--- src/irdl_pkg.sv ---
// ----------------------------------------------------------------------------
// irdl_pkg
// Shared widths, constants, register indexes and lane handshake structs of
// the IR distance linearizer.
// ----------------------------------------------------------------------------
package irdl_pkg;

    localparam int RAW_W  = 16;
    localparam int CAL_W  = 16;
    localparam int DIST_W = 24;
    localparam int DATA_W = 32;
    localparam int IDX_W  = 3;
    localparam int ADDR_W = IDX_W + 2;

    // |5*(n-f)| fits in 19 bits; 3*65536*n*f fits in 50 bits
    localparam int DEN_W  = 19;
    localparam int DIV_W  = 50;
    localparam int CNT_W  = $clog2(DIV_W);
    localparam int PROD_W = 2 * CAL_W;
    localparam int SUM_W  = DIV_W + 2;

    localparam logic signed [DIST_W-1:0] FAR_DIST = DIST_W'(655360);
    localparam logic signed [SUM_W-1:0]  SUM_MAX  = SUM_W'(2**(DIST_W-1) - 1);
    localparam logic signed [SUM_W-1:0]  SUM_MIN  = -SUM_MAX - SUM_W'(1);

    typedef enum logic [IDX_W-1:0] {
        REG_NEAR_LEFT   = 3'd0,
        REG_FAR_LEFT    = 3'd1,
        REG_NEAR_FRONT  = 3'd2,
        REG_FAR_FRONT   = 3'd3,
        REG_POWER_REQ   = 3'd4,
        REG_INSTALLED   = 3'd5
    } cfg_idx_t;

    localparam logic [CAL_W-1:0] NEAR_RESET = CAL_W'(3000);
    localparam logic [CAL_W-1:0] FAR_RESET  = CAL_W'(850);

    typedef struct packed {
        logic             start;
        logic             powered;
        logic [RAW_W-1:0] raw;
        logic [CAL_W-1:0] near;
        logic [CAL_W-1:0] far;
    } lane_req_t;

    typedef struct packed {
        logic                     done;
        logic                     fault;
        logic signed [DIST_W-1:0] distance;
    } lane_stat_t;

endpackage

--- src/irdl_if.sv ---
// ----------------------------------------------------------------------------
// irdl_if
// Valid/ready stream interfaces for raw sensor samples and distance results.
// ----------------------------------------------------------------------------
interface irdl_in_if;
    import irdl_pkg::*;

    logic             valid;
    logic             ready;
    logic [RAW_W-1:0] raw_left;
    logic [RAW_W-1:0] raw_front;

    modport source (output valid, raw_left, raw_front, input ready);
    modport sink   (input valid, raw_left, raw_front, output ready);
endinterface

interface irdl_out_if;
    import irdl_pkg::*;

    logic                     valid;
    logic                     ready;
    logic signed [DIST_W-1:0] distance_left;
    logic signed [DIST_W-1:0] distance_front;
    logic                     fault_left;
    logic                     fault_front;

    modport source (output valid, distance_left, distance_front, fault_left, fault_front,
                    input ready);
    modport sink   (input valid, distance_left, distance_front, fault_left, fault_front,
                    output ready);
endinterface

--- src/irdl_div.sv ---
// ----------------------------------------------------------------------------
// irdl_div
// Unsigned restoring divider, one quotient bit per cycle, DIV_W steps.
// ----------------------------------------------------------------------------
module irdl_div (
    input  logic                       clk,
    input  logic                       rst_n,
    input  logic                       start,
    input  logic [irdl_pkg::DIV_W-1:0] num,
    input  logic [irdl_pkg::DEN_W-1:0] den,
    output logic                       busy,
    output logic                       done,
    output logic [irdl_pkg::DIV_W-1:0] quot
);
    import irdl_pkg::*;

    logic             busy_reg;
    logic             done_reg;
    logic [CNT_W-1:0] cnt_reg;
    logic [DEN_W-1:0] rem_reg;
    logic [DEN_W-1:0] den_reg;
    logic [DIV_W-1:0] nq_reg;

    logic [DEN_W:0]   shifted;
    logic [DEN_W:0]   diff;
    logic             ge;
    logic [DEN_W-1:0] rem_next;

    always_comb
    begin
        shifted  = {rem_reg, nq_reg[DIV_W-1]};
        diff     = shifted - {1'b0, den_reg};
        ge       = (shifted >= {1'b0, den_reg});
        rem_next = ge ? diff[DEN_W-1:0] : shifted[DEN_W-1:0];
    end

    always_ff @(posedge clk or negedge rst_n)
    begin
        if (!rst_n)
        begin
            busy_reg <= 1'b0;
            done_reg <= 1'b0;
            cnt_reg  <= '0;
        end
        else if (start)
        begin
            busy_reg <= 1'b1;
            done_reg <= 1'b0;
            cnt_reg  <= '0;
        end
        else if (busy_reg)
        begin
            cnt_reg <= cnt_reg + CNT_W'(1);
            if (cnt_reg == CNT_W'(DIV_W - 1))
            begin
                busy_reg <= 1'b0;
                done_reg <= 1'b1;
            end
        end
        else
        begin
            done_reg <= 1'b0;
        end
    end

    // shift quotient bits in from the right as numerator bits leave on the left
    always_ff @(posedge clk)
    begin
        if (start)
        begin
            nq_reg  <= num;
            rem_reg <= '0;
            den_reg <= den;
        end
        else if (busy_reg)
        begin
            nq_reg  <= {nq_reg[DIV_W-2:0], ge};
            rem_reg <= rem_next;
        end
    end

    assign busy = busy_reg;
    assign done = done_reg;
    assign quot = nq_reg;

endmodule

--- src/irdl_lane.sv ---
// ----------------------------------------------------------------------------
// irdl_lane
// One sensor channel: coefficient divisions, inverse-law division by the raw
// reading, saturation and the held distance.
// ----------------------------------------------------------------------------
module irdl_lane (
    input  logic                   clk,
    input  logic                   rst_n,
    input  irdl_pkg::lane_req_t    req,
    input  logic                   ack,
    output irdl_pkg::lane_stat_t   stat
);
    import irdl_pkg::*;

    typedef enum logic [5:0] {
        L_IDLE  = 6'b000001,
        L_MUL   = 6'b000010,
        L_LOAD  = 6'b000100,
        L_DIVAB = 6'b001000,
        L_DIVR  = 6'b010000,
        L_DONE  = 6'b100000
    } lane_state_t;

    lane_state_t              state_reg;
    lane_state_t              state_next;
    logic [RAW_W-1:0]         raw_reg;
    logic [CAL_W-1:0]         near_reg;
    logic [CAL_W-1:0]         far_reg;
    logic [PROD_W-1:0]        nf_reg;
    logic                     neg_a_reg;
    logic                     neg_b_reg;
    logic signed [SUM_W-1:0]  aq_reg;
    logic signed [DIST_W-1:0] held_reg;
    logic                     fault_reg;

    logic                     fault_now;
    logic signed [CAL_W:0]    nf_diff;
    logic [CAL_W-1:0]         diff_mag;
    logic [DEN_W-1:0]         den_mag;
    logic signed [CAL_W+2:0]  a_term;
    logic [CAL_W+1:0]         a_mag;
    logic [PROD_W+1:0]        nf3;
    logic [DIV_W-1:0]         num_a;
    logic [DIV_W-1:0]         num_b;
    logic [DEN_W-1:0]         den_b;
    logic                     start_a;
    logic                     start_b;
    logic                     busy_a;
    logic                     busy_b;
    logic                     done_a;
    logic                     done_b;
    logic [DIV_W-1:0]         quot_a;
    logic [DIV_W-1:0]         quot_b;
    logic signed [SUM_W-1:0]  qa_ext;
    logic signed [SUM_W-1:0]  qb_ext;
    logic signed [SUM_W-1:0]  sum;
    logic signed [DIST_W-1:0] sum_sat;

    assign fault_now = (req.near == req.far);

    // sign and magnitude of 5*(n-f) and (n-4f)*65536, 3*65536*n*f, divider operands and starts
    always_comb
    begin
        nf_diff  = $signed({1'b0, near_reg}) - $signed({1'b0, far_reg});
        diff_mag = nf_diff[CAL_W] ? CAL_W'(-nf_diff) : nf_diff[CAL_W-1:0];
        den_mag  = {1'b0, diff_mag, 2'b00} + {3'b000, diff_mag};
        a_term   = $signed({3'b000, near_reg}) - $signed({1'b0, far_reg, 2'b00});
        a_mag    = a_term[CAL_W+2] ? (CAL_W+2)'(-a_term) : a_term[CAL_W+1:0];
        nf3      = {1'b0, nf_reg, 1'b0} + {2'b00, nf_reg};
        num_a    = DIV_W'({a_mag, 16'h0000});
        num_b    = (state_reg == L_LOAD) ? {nf3, 16'h0000} : quot_b;
        den_b    = (state_reg == L_LOAD) ? den_mag : DEN_W'(raw_reg);
        start_a  = (state_reg == L_LOAD);
        start_b  = (state_reg == L_LOAD) || ((state_reg == L_DIVAB) && done_b);
    end

    irdl_div u_div_a (
        .clk   (clk),
        .rst_n (rst_n),
        .start (start_a),
        .num   (num_a),
        .den   (den_mag),
        .busy  (busy_a),
        .done  (done_a),
        .quot  (quot_a)
    );

    irdl_div u_div_b (
        .clk   (clk),
        .rst_n (rst_n),
        .start (start_b),
        .num   (num_b),
        .den   (den_b),
        .busy  (busy_b),
        .done  (done_b),
        .quot  (quot_b)
    );

    always_comb
    begin
        qa_ext  = $signed({{(SUM_W-DIV_W){1'b0}}, quot_a});
        qb_ext  = $signed({{(SUM_W-DIV_W){1'b0}}, quot_b});
        sum     = aq_reg + (neg_b_reg ? -qb_ext : qb_ext);
        if (sum > SUM_MAX)
            sum_sat = SUM_MAX[DIST_W-1:0];
        else if (sum < SUM_MIN)
            sum_sat = SUM_MIN[DIST_W-1:0];
        else
            sum_sat = sum[DIST_W-1:0];
    end

    always_comb
    begin
        state_next = state_reg;
        case (state_reg)
            L_IDLE:
            begin
                if (req.start)
                begin
                    if (!req.powered || fault_now || (req.raw == '0))
                        state_next = L_DONE;
                    else
                        state_next = L_MUL;
                end
            end
            L_MUL:   state_next = L_LOAD;
            L_LOAD:  state_next = L_DIVAB;
            L_DIVAB: if (done_a) state_next = L_DIVR;
            L_DIVR:  if (done_b) state_next = L_DONE;
            L_DONE:  if (ack) state_next = L_IDLE;
            default: state_next = L_IDLE;
        endcase
    end

    always_ff @(posedge clk or negedge rst_n)
    begin
        if (!rst_n)
        begin
            state_reg <= L_IDLE;
            held_reg  <= '0;
            fault_reg <= 1'b0;
        end
        else
        begin
            state_reg <= state_next;
            if ((state_reg == L_IDLE) && req.start)
            begin
                fault_reg <= fault_now;
                if (!req.powered || fault_now)
                    held_reg <= FAR_DIST;
            end
            else if ((state_reg == L_DIVR) && done_b)
            begin
                held_reg <= sum_sat;
            end
        end
    end

    always_ff @(posedge clk)
    begin
        if ((state_reg == L_IDLE) && req.start)
        begin
            raw_reg  <= req.raw;
            near_reg <= req.near;
            far_reg  <= req.far;
        end
        if (state_reg == L_MUL)
            nf_reg <= near_reg * far_reg;
        if (state_reg == L_LOAD)
        begin
            neg_a_reg <= a_term[CAL_W+2] ^ nf_diff[CAL_W];
            neg_b_reg <= nf_diff[CAL_W];
        end
        if ((state_reg == L_DIVAB) && done_a)
            aq_reg <= neg_a_reg ? -qa_ext : qa_ext;
    end

    assign stat.done     = (state_reg == L_DONE);
    assign stat.fault    = fault_reg;
    assign stat.distance = held_reg;

    // both coefficient divisions run in lockstep
    a_div_lockstep: assert property (@(posedge clk) disable iff (!rst_n)
        (state_reg == L_DIVAB) |-> (done_a == done_b))
        else $error("coefficient dividers out of step");

    a_done_quiet: assert property (@(posedge clk) disable iff (!rst_n)
        (state_reg == L_DONE) |-> (!busy_a && !busy_b))
        else $error("lane reports done while a divider is busy");

    a_start_idle: assert property (@(posedge clk) disable iff (!rst_n)
        req.start |-> (state_reg == L_IDLE))
        else $error("lane started while busy");

endmodule

--- src/ir_distance_linearizer.sv ---
// ----------------------------------------------------------------------------
// ir_distance_linearizer
// Two-channel IR distance linearizer, d = A + B/raw with two-point
// calibration per sensor, signed Q8.16 meters.
// ----------------------------------------------------------------------------
// Usage:
//   sensor_in carries one transaction per sample: a raw reading for the left
//   and the front sensor. dist_out returns one transaction per sample with
//   both distances and the calibration fault flags.
//   Both channels run in their own lane side by side. A lane that computes
//   runs its setup states L_MUL and L_LOAD, then two passes of the 50-step
//   restoring divider (coefficients, then division by the raw reading); a
//   lane with power off, a calibration fault or a zero reading goes straight
//   to its done state. One sample is in flight at a time: the next is taken
//   only after both lane results are loaded into the result register. The
//   result register decouples the sides: the next sample is accepted while a
//   finished result waits; if the receiver stalls, that next result waits in
//   the lanes and sensor_in stays not ready. Reset loads the calibration
//   defaults, power off, held distances zero. The user writes registers over
//   the APB port only while the block is idle; the block does not enforce it.
// ----------------------------------------------------------------------------
module ir_distance_linearizer (
    input  logic                        clk,
    input  logic                        rst_n,
    irdl_in_if.sink                     sensor_in,
    irdl_out_if.source                  dist_out,
    input  logic                        psel,
    input  logic                        penable,
    input  logic                        pwrite,
    input  logic [irdl_pkg::ADDR_W-1:0] paddr,
    input  logic [irdl_pkg::DATA_W-1:0] pwdata,
    output logic [irdl_pkg::DATA_W-1:0] prdata,
    output logic                        pready
);
    import irdl_pkg::*;

    typedef enum logic [1:0] {
        T_IDLE = 2'b01,
        T_BUSY = 2'b10
    } top_state_t;

    top_state_t               state_reg;
    logic [CAL_W-1:0]         near_left_reg;
    logic [CAL_W-1:0]         far_left_reg;
    logic [CAL_W-1:0]         near_front_reg;
    logic [CAL_W-1:0]         far_front_reg;
    logic                     power_req_reg;
    logic                     installed_reg;
    logic                     out_valid_reg;
    logic signed [DIST_W-1:0] dist_left_reg;
    logic signed [DIST_W-1:0] dist_front_reg;
    logic                     fault_left_reg;
    logic                     fault_front_reg;

    logic                     accept;
    logic                     load;
    logic                     powered;
    logic                     cfg_write;
    cfg_idx_t                 cfg_idx;
    lane_req_t                req_left;
    lane_req_t                req_front;
    lane_stat_t               stat_left;
    lane_stat_t               stat_front;

    assign pready    = 1'b1;
    assign cfg_write = psel && penable && pwrite && pready;
    assign cfg_idx   = cfg_idx_t'(paddr[ADDR_W-1:2]);
    assign powered   = power_req_reg && installed_reg;

    always_ff @(posedge clk or negedge rst_n)
    begin
        if (!rst_n)
        begin
            near_left_reg  <= NEAR_RESET;
            far_left_reg   <= FAR_RESET;
            near_front_reg <= NEAR_RESET;
            far_front_reg  <= FAR_RESET;
            power_req_reg  <= 1'b0;
            installed_reg  <= 1'b1;
        end
        else if (cfg_write)
        begin
            case (cfg_idx)
                REG_NEAR_LEFT:  near_left_reg  <= pwdata[CAL_W-1:0];
                REG_FAR_LEFT:   far_left_reg   <= pwdata[CAL_W-1:0];
                REG_NEAR_FRONT: near_front_reg <= pwdata[CAL_W-1:0];
                REG_FAR_FRONT:  far_front_reg  <= pwdata[CAL_W-1:0];
                REG_POWER_REQ:  power_req_reg  <= pwdata[0];
                REG_INSTALLED:  installed_reg  <= pwdata[0];
                default:        ;
            endcase
        end
    end

    always_comb
    begin
        case (cfg_idx)
            REG_NEAR_LEFT:  prdata = DATA_W'(near_left_reg);
            REG_FAR_LEFT:   prdata = DATA_W'(far_left_reg);
            REG_NEAR_FRONT: prdata = DATA_W'(near_front_reg);
            REG_FAR_FRONT:  prdata = DATA_W'(far_front_reg);
            REG_POWER_REQ:  prdata = DATA_W'(power_req_reg);
            REG_INSTALLED:  prdata = DATA_W'(installed_reg);
            default:        prdata = '0;
        endcase
    end

    assign sensor_in.ready = (state_reg == T_IDLE);
    assign accept          = sensor_in.valid && sensor_in.ready;

    always_comb
    begin
        req_left.start    = accept;
        req_left.powered  = powered;
        req_left.raw      = sensor_in.raw_left;
        req_left.near     = near_left_reg;
        req_left.far      = far_left_reg;
        req_front.start   = accept;
        req_front.powered = powered;
        req_front.raw     = sensor_in.raw_front;
        req_front.near    = near_front_reg;
        req_front.far     = far_front_reg;
    end

    irdl_lane u_lane_left (
        .clk   (clk),
        .rst_n (rst_n),
        .req   (req_left),
        .ack   (load),
        .stat  (stat_left)
    );

    irdl_lane u_lane_front (
        .clk   (clk),
        .rst_n (rst_n),
        .req   (req_front),
        .ack   (load),
        .stat  (stat_front)
    );

    // merge both lanes into the result register once it is free
    assign load = (state_reg == T_BUSY) && stat_left.done && stat_front.done
                  && (!out_valid_reg || dist_out.ready);

    always_ff @(posedge clk or negedge rst_n)
    begin
        if (!rst_n)
        begin
            state_reg     <= T_IDLE;
            out_valid_reg <= 1'b0;
        end
        else
        begin
            case (state_reg)
                T_IDLE:  if (accept) state_reg <= T_BUSY;
                T_BUSY:  if (load) state_reg <= T_IDLE;
                default: state_reg <= T_IDLE;
            endcase
            if (load)
                out_valid_reg <= 1'b1;
            else if (dist_out.ready)
                out_valid_reg <= 1'b0;
        end
    end

    always_ff @(posedge clk)
    begin
        if (load)
        begin
            dist_left_reg   <= stat_left.distance;
            dist_front_reg  <= stat_front.distance;
            fault_left_reg  <= stat_left.fault;
            fault_front_reg <= stat_front.fault;
        end
    end

    assign dist_out.valid          = out_valid_reg;
    assign dist_out.distance_left  = dist_left_reg;
    assign dist_out.distance_front = dist_front_reg;
    assign dist_out.fault_left     = fault_left_reg;
    assign dist_out.fault_front    = fault_front_reg;

    a_accept_busy: assert property (@(posedge clk) disable iff (!rst_n)
        accept |=> ((state_reg == T_BUSY) && !sensor_in.ready))
        else $error("sample accepted but block did not go busy");

    a_load_shows: assert property (@(posedge clk) disable iff (!rst_n)
        load |=> (dist_out.valid && (state_reg == T_IDLE)))
        else $error("merged result not presented");

    a_idle_lanes: assert property (@(posedge clk) disable iff (!rst_n)
        (state_reg == T_IDLE) |-> (!stat_left.done && !stat_front.done))
        else $error("lane left holding a result while block is idle");

endmodule

--- src/flat_wrapper.sv ---
// flat-port wrapper written by rule: the top's interface ports become plain ports
module ir_distance_linearizer_flat import irdl_pkg::*;
  (clk, rst_n, psel, penable, pwrite, paddr, pwdata, prdata, pready, sensor_in_valid, sensor_in_raw_left, sensor_in_raw_front, sensor_in_ready, dist_out_valid, dist_out_distance_left, dist_out_distance_front, dist_out_fault_left, dist_out_fault_front, dist_out_ready);
  irdl_in_if sensor_in_i ();
  irdl_out_if dist_out_i ();
  input  logic clk;
  input  logic rst_n;
  input  logic psel;
  input  logic penable;
  input  logic pwrite;
  input  logic [irdl_pkg::ADDR_W-1:0] paddr;
  input  logic [irdl_pkg::DATA_W-1:0] pwdata;
  output logic [irdl_pkg::DATA_W-1:0] prdata;
  output logic pready;
  input wire logic [$bits(sensor_in_i.valid)-1:0] sensor_in_valid;
  input wire logic [$bits(sensor_in_i.raw_left)-1:0] sensor_in_raw_left;
  input wire logic [$bits(sensor_in_i.raw_front)-1:0] sensor_in_raw_front;
  output wire logic [$bits(sensor_in_i.ready)-1:0] sensor_in_ready;
  output wire logic [$bits(dist_out_i.valid)-1:0] dist_out_valid;
  output wire logic [$bits(dist_out_i.distance_left)-1:0] dist_out_distance_left;
  output wire logic [$bits(dist_out_i.distance_front)-1:0] dist_out_distance_front;
  output wire logic [$bits(dist_out_i.fault_left)-1:0] dist_out_fault_left;
  output wire logic [$bits(dist_out_i.fault_front)-1:0] dist_out_fault_front;
  input wire logic [$bits(dist_out_i.ready)-1:0] dist_out_ready;
  assign sensor_in_i.valid = sensor_in_valid;
  assign sensor_in_i.raw_left = sensor_in_raw_left;
  assign sensor_in_i.raw_front = sensor_in_raw_front;
  assign sensor_in_ready = sensor_in_i.ready;
  assign dist_out_valid = dist_out_i.valid;
  assign dist_out_distance_left = dist_out_i.distance_left;
  assign dist_out_distance_front = dist_out_i.distance_front;
  assign dist_out_fault_left = dist_out_i.fault_left;
  assign dist_out_fault_front = dist_out_i.fault_front;
  assign dist_out_i.ready = dist_out_ready;
  ir_distance_linearizer u_core (.clk(clk), .rst_n(rst_n), .sensor_in(sensor_in_i), .dist_out(dist_out_i), .psel(psel), .penable(penable), .pwrite(pwrite), .paddr(paddr), .pwdata(pwdata), .prdata(prdata), .pready(pready));
endmodule
--- config.mk ---
export PLATFORM = sky130hd
export DESIGN_NAME = ir_distance_linearizer_flat
export DESIGN_NICKNAME = d
export VERILOG_FILES = /design/src/irdl_pkg.sv /design/src/irdl_if.sv /design/src/irdl_div.sv /design/src/irdl_lane.sv /design/src/ir_distance_linearizer.sv /design/src/flat_wrapper.sv
export SDC_FILE = /design/constraint.sdc
export NUM_CORES = 2
export LEC_CHECK = 0
export ABC_CLOCK_PERIOD_IN_PS = 11130
export BUFFER_PORTS_ARGS = -buffer_cell sky130_fd_sc_hd__buf_4
export CAP_MARGIN = 20
export CORE_ASPECT_RATIO = 0.75
export CORE_MARGIN = 3
export CORE_UTILIZATION = 65
export DETAILED_ROUTE_END_ITERATION = 10
export MAX_ROUTING_LAYER = met4
export PLACE_DENSITY = 0.82
export SLEW_MARGIN = 25
export SYNTH_ARGS = -nofsm -noshare
export SYNTH_HDL_FRONTEND = slang
export SYNTH_SLANG_ARGS = --single-unit
--- constraint.sdc ---
create_clock -name clk -period 11.13 [get_ports clk]
set_input_delay 0.5565 -clock clk [delete_from_list [all_inputs] [get_ports clk]]
set_output_delay 0.5565 -clock clk [all_outputs]
set_load 0.01 [all_outputs]
# Word-level counts from Yosys, hierarchy flattened
# Index checks and enable logic that the tools add are counted.
# op_classes
order_cmp,8
reduce_logical,47
muxes,83
add_sub_neg,26
bitwise_logic,2
multipliers,2
eq_ne,43
# ops
op,count
50-bit two-way mux,8
24-bit two-way mux,10
50-bit negation with 52-bit output,4
34-bit two-way mux,4
52-bit adder,2
"52-bit by 24-bit > comparator with 1-bit output, second input constant",2
"52-bit by 24-bit < comparator with 1-bit output, second input constant",2
52-bit two-way mux,2
6-bit two-way mux,17
16-bit one-hot mux with 6 select lines,1
20-bit by 19-bit greater-or-equal comparator with 1-bit output,4
19-bit two-way mux,4
19-bit subtractor,4
6-bit one-hot mux with 6 select lines,2
33-bit by 32-bit adder with 34-bit output,2
16-bit by 16-bit multiplier with 32-bit output,2
16-bit two-way mux,4
18-bit by 16-bit adder with 19-bit output,2
16-bit by 18-bit subtractor with 19-bit output,2
"6-bit equality test, second input constant",6
18-bit two-way mux,2
18-bit negation,2
16-bit by 16-bit subtractor with 17-bit output,2
16-bit equality test,2
27 further kinds,119
# totals
word_cells,273
inputBits,76
reg_bits,833
out_inout_bits,85

# Depth between registers and ports, before layout
# logic_depth
word_depth,8
depth_mapped,30
mapped_depth_nobuf,28

# Cells and area by module
# A second synthesis with hierarchy kept.
# hier_totals
cells_unflattened,7484
hier_area_um2,73545.5
# modules_own_cells
module,area_each_um2,instances,cells_each,seq_area_each_um2
irdl_lane at u_core.u_lane_left,24653.6,1,2823,4800.9
irdl_lane at u_core.u_lane_front,24345.8,1,2774,4800.9
irdl_div,4913.5,4,403,2652.5
ir_distance_linearizer,4892.2,1,275,3260.6

# Worst setup path after synthesis
# OpenSTA, ideal clock, no wires.
# synth_path
path_kind,reg2reg
start,reg u_core.u_lane_front.near_reg[9]
end,"reg u_core.u_lane_front.nf_reg[31], data pin"
setup_slack_ps,4502
t_arrival_ps,6368
stages_incl_launch_ff,25
period_less_slack_ps,6628
cell_sequence,edfxtp_1 -> clkbuf_1 -> nand2_1 -> fa_1 -> inv_1 -> fa_1 -> fa_1 -> fa_1 -> inv_1 -> fa_1 -> inv_1 -> fa_1 -> ha_1 -> a21o_1 -> a21o_1 -> a21o_1 -> nor3_1 -> o21ai_0 -> a311oi_1 -> nor2_1 -> o311ai_0 -> a31oi_1 -> a21o_1 -> a21oi_1 -> xnor2_1
# synth_via
elab_chain_cells,1
# synth_lines
element,line,source
"start, declared",irdl_lane.sv:27,logic [CAL_W-1:0] near_reg;
"start signal, assigned",irdl_lane.sv:164,near_reg <= req.near;
16-bit by 16-bit multiplier with 32-bit output,irdl_lane.sv:168,nf_reg <= near_reg * far_reg;
"end signal, assigned",irdl_lane.sv:168,
"end, declared",irdl_lane.sv:29,logic [PROD_W-1:0] nf_reg;
# Every way passes these cells.
# A chain may end at the register's enable or synchronous reset.

# Final worst setup path
# layout_path
start,reg u_core.u_lane_front.near_reg[7]
end,"reg u_core.u_lane_front.nf_reg[31], data pin"
# Same word-level chain as after synthesis.

==> run summary <==
Die Width = 387 microns
hold endpoint = u_core.u_lane_left.raw_reg[3]
synthesized instance count = 7462
placed instance count = 8811
Syn Std Cell Area = 70800 sq um
wire per inst = 20.4 microns
P&R area growth vs syn = 7.50%
Most Frequent Cell on Critical Path = fa_1
Placer Congestion = 0.969
GR Overflow Total = 0
vias in the first global route = 53884
clock sink total = 833
worst setup path category = reg -> reg
worst skew pair latency = 0.72 ns
root buf cell = clkbuf_16
layout cell share with drive strength beyond 1 = 0.0702
Req. time, crit path = 11.61 ns
Yosys reg bits = 833
Synth area leader = edfxtp_1
footprint of the multi-input gates = 44100 sq um
Buffers on Ports = 125
Synth Area per Inst = 9.48 sq um
global-route wire length before repair = 294000 microns
pin count of the biggest net entering global routing = 88
final wirelength = 184000 microns
setup bufs post-CTS = 0
WP buf/inv = 4
Synth Flop Type = edfxtp_1
Yosys cell types = 90
Post-synth EDFFs = 530
vias = 55680
Post-Layout Cell Count = 8978
crit path time final = 8.22 ns
Die Span Y = 292 microns
starting density of the core = 0.658
initial DRC count = 5191
post-synthesis sequential area ratio = 0.323
1st-pass router iterations = 6
ys async rst share = 0.196
Fill cells = 7868
max-cap viol count = 0
Core Region = 108000 sq um
Max Fanout on Critical Path = 18
yosys warns = 0
Hold Fails Final Rpt = 0
I/O Pins = 161
ANT nets after route = 0
worst reg2reg startpoint = u_core.u_lane_front.near_reg[7]
r2r worst-path depth = 24
min-delay worst type = in -> reg
initial antenna violation count = 3
final period utilization = 0.738
critical path data arrival time = 8.69 ns
register area = 22800 sq um
hold path depth = 1
CP startpoint kind = flop
Total GRT Usage = 0.333
Slew headroom = 0.288
CTS tree = yes
Die Area = 113000 sq um
setup TNS = 0 ns
Synth top area share = 0.225
outcome = complete, no violations
max frequency = 0.122 GHz
flop-to-flop setup slack = 2.91 ns
DRC Markers = 0
Slew @ Worst Pin = 1.07 ns
hpwl dp = 139000 microns
clk_skew = 0.0379 ns
CTS buffer count = 85
crit path cell chain = ha_1 -> inv_1 -> fa_1 -> inv_1 -> fa_1 -> fa_1 -> fa_1 -> inv_1 -> fa_1 -> inv_1 -> fa_1 -> ha_1 -> a21o_1 -> a21o_1 -> a21o_1 -> nor3_1 -> o21ai_0 -> a311oi_1 -> nor2_1 -> o311ai_0 -> a31oi_1 -> a21o_1 -> a21oi_1 -> xnor2_1
crit-path leading delay family = adder cells
Worst-path clk slew = 0.07 ns
Final Slew Violations = 0
RSZ-0062 raised after global routing = no
Hold Startpoint = sensor_in_raw_left[3]
Crit-path slowest cell = edfxtp_1
largest buffer count on any clock path = 3
Std-Cell Rows = 104
final net count = 8572
CTS HTree Levels = 3
CP Capture Type = flop
synth top area cells = edfxtp_1, fa_1, ha_1
vias per cell = 6.20
Worst path max stage delay = 1.02 ns
final setup fails = 0
Reg2Reg Capture Point = u_core.u_lane_front.nf_reg[31]
## worst register-to-register path: cells and delay by family, from the launching register on
kind | cells | cell delay [ns]
compound gates | 9 | 2.68
xor+xnor | 1 | 0.07
fa+ha+maj | 8 | 3.71
buf+inv | 4 | 0.24
flops | 1 | 1.02
simple gates | 2 | 0.27
## per-layer routing
metal,track usage,up-vias,wire [microns],part of all wire
li1,-,26033,-,-
met1,0.493,26617,83100,0.45
met2,0.467,2731,75800,0.41
met3,0.0744,299,20700,0.11
met4,0.0739,0,4120,0.022
met5,-,-,0,0
## metrics by stage
step | hold slack (ns) | cell area, sq um | setup slack [ns] | utilization
after CTS | 0.0000608 | 76000 | 3.05 | 0.706
after detailed placement | 0.431 | 73000 | 3.07 | 0.678
after global routing | 0.00977 | 76100 | 2.49 | 0.707
after global placement | 0.431 | 72900 | 3.19 | 0.678
final | 0.0404 | 76100 | 2.91 | 0.707
after floorplan | 0.261 | 70800 | 4.50 | -
## area by class of cell
type	instances	area share
Antenna cell	1	0.0000329
Clock buffer	109	0.0313
Clock inverter	50	0.00813
Inverter	772	0.0381
Multi-Input combinational cell	5598	0.580
Sequential cell	833	0.300
Tap cell	1431	0.0235
Timing Repair Buffer	184	0.0185
## cell usage in the layout, fill, tap and decap left out, types with 74 or more instances in the layout
cell         n
nand4_1     84
nor2_1     470
a21o_1     142
edfxtp_1   530
nand3_1    131
dfxtp_1    140
o31ai_1     94
nor3_1     115
clkbuf_16   89
buf_4      175
o21ai_0    356
mux2_2      74
xnor2_1    449
dfrtp_1    133
ha_1       620
fa_1       402
a211oi_1    79
inv_1      763
and2_1     175
nand2_1    793
mux2i_1    123
a21oi_1    387
xor2_1     137
## synth_stat cells (131+ instances only)
cell      instances
ha_1            620
and2_1          176
o21ai_0         356
a21oi_1         389
nand2_1         795
a21o_1          142
dfrtp_1         135
nand3_1         131
fa_1            402
inv_1           767
clkbuf_1        233
nor2_1          474
dfxtp_1         140
xor2_1          137
edfxtp_1        530
xnor2_1         449
## worst max path at each step
stage / start / to / cells past startpoint
finish: u_core.u_lane_front.near_reg[7] / u_core.u_lane_front.nf_reg[31] / 24
global route: u_core.u_lane_front.near_reg[0] / u_core.u_lane_front.u_div_b.den_reg[17] / 26
CTS: u_core.u_lane_front.near_reg[7] / u_core.u_lane_front.nf_reg[31] / 24
detailed placement: u_core.u_lane_front.near_reg[7] / u_core.u_lane_front.nf_reg[31] / 24
global placement: u_core.u_lane_front.near_reg[7] / u_core.u_lane_front.nf_reg[31] / 24
floorplan: u_core.u_lane_front.near_reg[9] / u_core.u_lane_front.nf_reg[31] / 24
## kinds of logic (layout without fill, tap and decap cells)
logic type      after synthesis  in the layout  share of synthesized area
compound gates             1540           1540                      0.141
xor+xnor                    586            586                     0.0725
fa+ha+maj                  1022           1022                      0.223
buf+inv                    1046           1115                     0.0565
flops                       833            833                      0.323
mux                         212            212                     0.0340
other cells                   2             18                   0.000106
simple gates               2221           2221                      0.150
## what timing repair did
item | CTS | global route
gates resized for setup | 0 | 0
hold buffers | 6 | 0
endpoints found under the hold margin | 66 | 0
setup endpoints to repair | 0 | 0
Power is left out: the tool's default activity adds up to more than one toggle a clock period on the data nets, which glitch-free logic cannot reach.
